File: config.mk
export PLATFORM = sky130hd
export DESIGN_NAME = cbq_cell
export DESIGN_NICKNAME = d
export VERILOG_FILES = /design/src/cbq_pkg.sv /design/src/cbq_cell.sv
export SDC_FILE = /design/constraint.sdc
export NUM_CORES = 2
export LEC_CHECK = 0
export BUFFER_PORTS_ARGS = -buffer_cell sky130_fd_sc_hd__buf_2
export CAP_MARGIN = 10
export CORE_MARGIN = 2
export CORE_UTILIZATION = 40
export CTS_CLUSTER_SIZE = 25
export DETAILED_ROUTE_END_ITERATION = 8
export SLEW_MARGIN = 40
export SYNTH_ARGS = -nofsm -noshare
export SYNTH_HDL_FRONTEND = slang
export SYNTH_SLANG_ARGS = --single-unit
File: constraint.sdc
create_clock -name aclk -period 9.9 [get_ports aclk]
set_input_delay 1.98 -clock aclk [delete_from_list [all_inputs] [get_ports aclk]]
set_output_delay 1.98 -clock aclk [all_outputs]
set_load 0.05 [all_outputs]
File: src/cbq_pkg.sv
// Shared types and constants of the cascaded biquad filter.
`default_nettype none

package cbq_pkg;

    localparam int SAMPLE_WIDTH = 24;
    localparam int HIST_W       = 32;
    localparam int HIST_FRAC    = 24;
    localparam int COEF_W       = 32;
    localparam int COEF_FRAC    = 28;
    localparam int NTERMS       = 5;
    localparam int INDEX_W      = 6;
    localparam int CFG_W        = 4;
    localparam int SEC_W        = 4;
    localparam int TERM_W       = 3;
    localparam int PROD_W       = 2 * COEF_W;
    localparam int ACC_W        = PROD_W + 2;

    localparam logic KIND_SAMPLE = 1'b0;
    localparam logic KIND_COEF   = 1'b1;

    localparam logic [TERM_W-1:0] TERM_B0 = 3'd0;
    localparam logic [TERM_W-1:0] TERM_B1 = 3'd1;
    localparam logic [TERM_W-1:0] TERM_B2 = 3'd2;
    localparam logic [TERM_W-1:0] TERM_A1 = 3'd3;
    localparam logic [TERM_W-1:0] TERM_A2 = 3'd4;

    typedef struct packed {
        logic                           kind;
        logic signed [SAMPLE_WIDTH-1:0] sample_in;
        logic                           block_end_in;
        logic [INDEX_W-1:0]             coef_index;
        logic signed [COEF_W-1:0]       coef_value;
    } in_item_t;

    typedef struct packed {
        logic signed [SAMPLE_WIDTH-1:0] sample_out;
        logic                           clipped;
        logic                           block_end_out;
    } out_item_t;

    // Hand-off between neighboring sections.
    typedef struct packed {
        logic                     go;
        logic signed [HIST_W-1:0] v;
        logic signed [HIST_W-1:0] in1;
        logic signed [HIST_W-1:0] in2;
        logic                     clip;
    } link_t;

    // Coefficient write broadcast to all sections.
    typedef struct packed {
        logic                     en;
        logic [SEC_W-1:0]         section;
        logic [TERM_W-1:0]        term;
        logic signed [COEF_W-1:0] value;
    } coef_wr_t;

endpackage

`default_nettype wire

File: src/cbq_cell.sv
// One biquad section: coefficients, output history and a five-term MAC.
`default_nettype none

module cbq_cell #(
    parameter int SECTION_ID = 0
) (
    input  logic              aclk,
    input  logic              aresetn,
    input  cbq_pkg::coef_wr_t coef_wr,
    input  cbq_pkg::link_t    link_in,
    output cbq_pkg::link_t    link_out
);
    import cbq_pkg::*;

    localparam int QW = ACC_W - COEF_FRAC;
    localparam logic signed [ACC_W-1:0] RND_HALF = ACC_W'(1) <<< (COEF_FRAC - 1);

    logic signed [COEF_W-1:0] coef_reg [NTERMS];
    logic signed [HIST_W-1:0] y1_reg, y2_reg;
    logic signed [HIST_W-1:0] i1_reg, i2_reg;
    logic                     clip_reg;
    logic [TERM_W-1:0]        term_reg, sel_term;
    logic                     issue_reg, prod_vld_reg, prod_last_reg, fin_reg;
    logic signed [PROD_W-1:0] prod_reg, prod_next;
    logic signed [ACC_W-1:0]  acc_reg, acc_rnd;
    logic [QW-1:0]            acc_q;
    logic signed [COEF_W-1:0] mul_a;
    logic signed [HIST_W-1:0] mul_b, sat_val;
    logic                     sat_hit;
    logic                     out_go_reg, out_clip_reg;
    logic signed [HIST_W-1:0] out_v_reg, out_i1_reg, out_i2_reg;

    assign sel_term = link_in.go ? TERM_B0 : term_reg;

    always_comb begin
        unique case (sel_term)
            TERM_B1: begin mul_a = coef_reg[1]; mul_b = i1_reg; end
            TERM_B2: begin mul_a = coef_reg[2]; mul_b = i2_reg; end
            TERM_A1: begin mul_a = coef_reg[3]; mul_b = y1_reg; end
            TERM_A2: begin mul_a = coef_reg[4]; mul_b = y2_reg; end
            default: begin mul_a = coef_reg[0]; mul_b = link_in.v; end
        endcase
    end

    assign prod_next = mul_a * mul_b;

    // Round half up to 24 fraction bits, then clamp to 32 bits.
    assign acc_rnd = acc_reg + RND_HALF;
    assign acc_q   = acc_rnd[ACC_W-1:COEF_FRAC];
    assign sat_hit = !((&acc_q[QW-1:HIST_W-1]) || (~|acc_q[QW-1:HIST_W-1]));
    assign sat_val = sat_hit ? (acc_q[QW-1] ? {1'b1, {(HIST_W-1){1'b0}}}
                                            : {1'b0, {(HIST_W-1){1'b1}}})
                             : acc_q[HIST_W-1:0];

    always_ff @(posedge aclk) begin
        if (coef_wr.en && (int'(coef_wr.section) == SECTION_ID)) begin
            coef_reg[coef_wr.term] <= coef_wr.value;
        end
    end

    always_ff @(posedge aclk) begin
        if (!aresetn) begin
            issue_reg     <= 1'b0;
            prod_vld_reg  <= 1'b0;
            prod_last_reg <= 1'b0;
            fin_reg       <= 1'b0;
            out_go_reg    <= 1'b0;
            term_reg      <= TERM_B0;
            y1_reg        <= '0;
            y2_reg        <= '0;
        end else begin
            prod_reg      <= prod_next;
            prod_vld_reg  <= link_in.go || issue_reg;
            prod_last_reg <= issue_reg && (term_reg == TERM_A2);
            fin_reg       <= prod_vld_reg && prod_last_reg;

            if (link_in.go) begin
                i1_reg    <= link_in.in1;
                i2_reg    <= link_in.in2;
                clip_reg  <= link_in.clip;
                term_reg  <= TERM_B1;
                issue_reg <= 1'b1;
                acc_reg   <= '0;
            end else begin
                if (issue_reg) begin
                    if (term_reg == TERM_A2) begin
                        issue_reg <= 1'b0;
                    end else begin
                        term_reg <= term_reg + 3'd1;
                    end
                end
                if (prod_vld_reg) begin
                    acc_reg <= acc_reg + ACC_W'(prod_reg);
                end
            end

            out_go_reg <= fin_reg;
            if (fin_reg) begin
                out_v_reg    <= sat_val;
                out_clip_reg <= clip_reg || sat_hit;
                out_i1_reg   <= y1_reg;
                out_i2_reg   <= y2_reg;
                y2_reg       <= y1_reg;
                y1_reg       <= sat_val;
            end
        end
    end

    assign link_out = '{go:   out_go_reg,
                        v:    out_v_reg,
                        in1:  out_i1_reg,
                        in2:  out_i2_reg,
                        clip: out_clip_reg};

endmodule

`default_nettype wire

==> results by group <==
Finish
  – Most frequent cells in the layout: 1029 x fa_1, 988 x inv_1, 675 x buf_4
  – Nets@finish: between 8000 and 9000
  – Area growth from synthesis to layout: 26.2%
  – Fin util: about half
  – Most common cell after layout, fill and taps aside: fa_1
  – Finished Layout Cells: between 8000 and 9000
  – Max reg flops: between 150 and 200
  – Share of post-route cells with drive strength above 1: 23.7%
  – Design area: 74000 um^2
  – Layout fillers: 13171

GRT
  – Grt total ovfl: 0
  – All-Layer GR Usage: ~28%
  – Routing usage on met3: 5.81%
  – First-pass GRT wire length: about 310000 um
  – Initial antenna violation count: 16
  – Largest net degree at the start of global routing: 77
  – Busiest grt layer: met2
  – GR Layer Usage met2: 44.1%
  – Met1 Usage GRT: 38.3%
  – Vias in the first global route: approximately 48000

Timing
  – Clk_skew: around 0.046 ns
  – Hold_ws: 0.431 ns
  – RSZ-0062 raised after global routing: yes
  – Final WS setup: -0.108 ns
  – Setup violators final: 3
  – Pins Over Slew Limit: 0
  – Final min period: around 10 ns
  – Slew margin rel.: between 40% and 50%
  – Worst slew pin tran: approximately 0.84 ns
  – Final Hold Vio Count: 0
  – Final period util: 101%
  – Max Freq: 0.0999 GHz

Critical path
  – Max incr delay on CP: around 0.63 ns
  – CP Max Fanout: 7
  – Critical path's slowest cell: fa_2
  – Worst EP required: about 10 ns
  – Setup crit end kind: register
  – Critical path arrival: 10.42 ns
  – Startpoint Class: input pin
  – Most used cell, CP: fa_2
  – WS Path Type: input pin to register

Placement
  – DP HPWL: approximately 170000 um
  – Area after DPL: approximately 70000 um^2
  – IO buf count: approximately 240
  – Final Wtd Congestion: around 1
  – Placed Cells: around 8400

Min path
  – Worst Hold Class: register to register

Drt
  – WL final: ~220000 um
  – Total iterations of the first detailed-routing run: 6
  – Vias: roughly 47000
  – DR iter-0 viols: 4502
  – Routed wire per std cell: 24.8 um
  – Remaining antenna violation count: 0
  – Vias per std cell: approximately 5.3
  – Residual DRC: 0

Clock network
  – Inserted Clock Buffers: 57
  – Clk root buf: clkbuf_16
  – CTS tree: built
  – H-tree depth: 2
  – CTS max path bufs: 3
  – Sink Count: about 520
  – Hold_buf cts: 0
  – Clk pin slew, worst setup/hold paths: approximately 0.070 ns
  – Clk_lat worst skew: between 0.6 and 0.7 ns

Logic synthesis
  – Synth warn: 0
  – Async SR Flop Fraction: 0%
  – Post-Syn Area: just under 60000 um^2
  – #FFs+latches synth: roughly 520
  – Count of different cell masters after synthesis: 89
  – Net Count, Synth: between 7000 and 8000
  – EDFF count, synth: between 400 and 500
  – Cell count after synthesis: around 5800
  – Register area share after synthesis: ~26%
  – Top_reg_cell synth: edfxtp_1
  – Syn Area/Cell: approximately 10 um^2

Floorplan
  – Chip height: between 300 and 400 um
  – Core Rows: 140
  – Full die area: 150000 um^2
  – CORE AREA: 146000 um^2
  – Die width: between 300 and 400 um
  – Starting density of the core: between 40% and 50%
  – Ports: 238

Run status
  – Status: complete, but fails checks
  – Failing checks: negative setup slack

Flow run
  – Max cap viols: 0
through the flow:
step | setup TNS (ns) | worst slack (ns)
floorplan | -0.173 | -0.173
global placement | -39.53 | -1.52
detailed placement | -31.72 | -1.41
CTS | -0.119 | -0.0415
global route | -2.34 | -0.283
finish | -0.189 | -0.108
routing by layer:
layer	routed length, um	vias up
li1	-	20197
met1	85900	23884
met2	98100	2070
met3	21200	411
met4	11100	6
met5	45	-
area by class of cell:
cell class	instances	area [um^2]	share of cell area, %
inverters	1015	3820	5.16
flip-flops and latches	524	15000	20.3
clock buffers	75	1560	2.10
repair buffers	1149	10400	14.1
clock inverters	32	365	0.494
well taps	1917	2400	3.24
multi-input cells	3983	40400	54.6
diodes	11	27.5	0.0372
worst max-delay path: cells and delay by family:
kind / cells / cell delay, ns
adder cells (fa/ha/maj): 9 / 3.94
buffers and inverters: 11 / 1.06
XOR/XNOR: 1 / 0.14
AO/OA/AOI/OAI: 9 / 2.39
AND/OR/NAND/NOR: 6 / 0.89
kinds of logic (layout without fill, tap and decap cells):
group           after synthesis  count (layout)  share of synthesized area [%]
xor+xnor                    165             165                           2.46
compound gates              723             723                           8.04
simple gates               1723            1723                           12.4
fa+ha+maj                  1335            1335                           42.3
buf+inv                    1307            2271                           8.52
mux                          37              37                          0.640
flops                       524             524                           25.6
other cells                   0              11                              0
path summary, 6_finish.rpt:
check / start / to / depth (start not counted) / slack (ns)
worst max register to register: term_reg[1] / prod_reg[48] / 30 / 0.52
worst max-delay path: link_in[97] / prod_reg[48] / 36 / -0.11
worst min-delay path: y2_reg[0] / out_i2_reg[0] / 0 / 0.43
worst min register to register: y2_reg[0] / out_i2_reg[0] / 0 / 0.43
synthesized netlist by cell type (all sizes together), types with 33 or more instances:
library cell     n  area (um^2)
nand4           46          294
a21o            73          553
xor2            66          578
nand3           93          465
xnor2           99          867
a22oi           53          398
nor2b           48          300
o21ai          174          871
fa            1083        21700
dfxtp           72         1440
o21a            60          450
mux2i           33          330
ha             252         3150
nor2           672         2520
nand2          703         2640
edfxtp         452        13600
a21oi          184          928
clkbuf         273         1060
and3            33          206
inv           1014         3810
repair_timing:
| item | 4_1_cts | 5_1_grt |
|---|---|---|
| setup endpoints to repair | 23 | 23 |
| setup buffers | 51 | 109 |
| gates resized for setup | 166 | 314 |
| pin swaps | 66 | 171 |
| cloned | 2 | 10 |
Power is not shown: default switching activity piles up to over one toggle a cycle in this logic, so the estimate is an artifact.
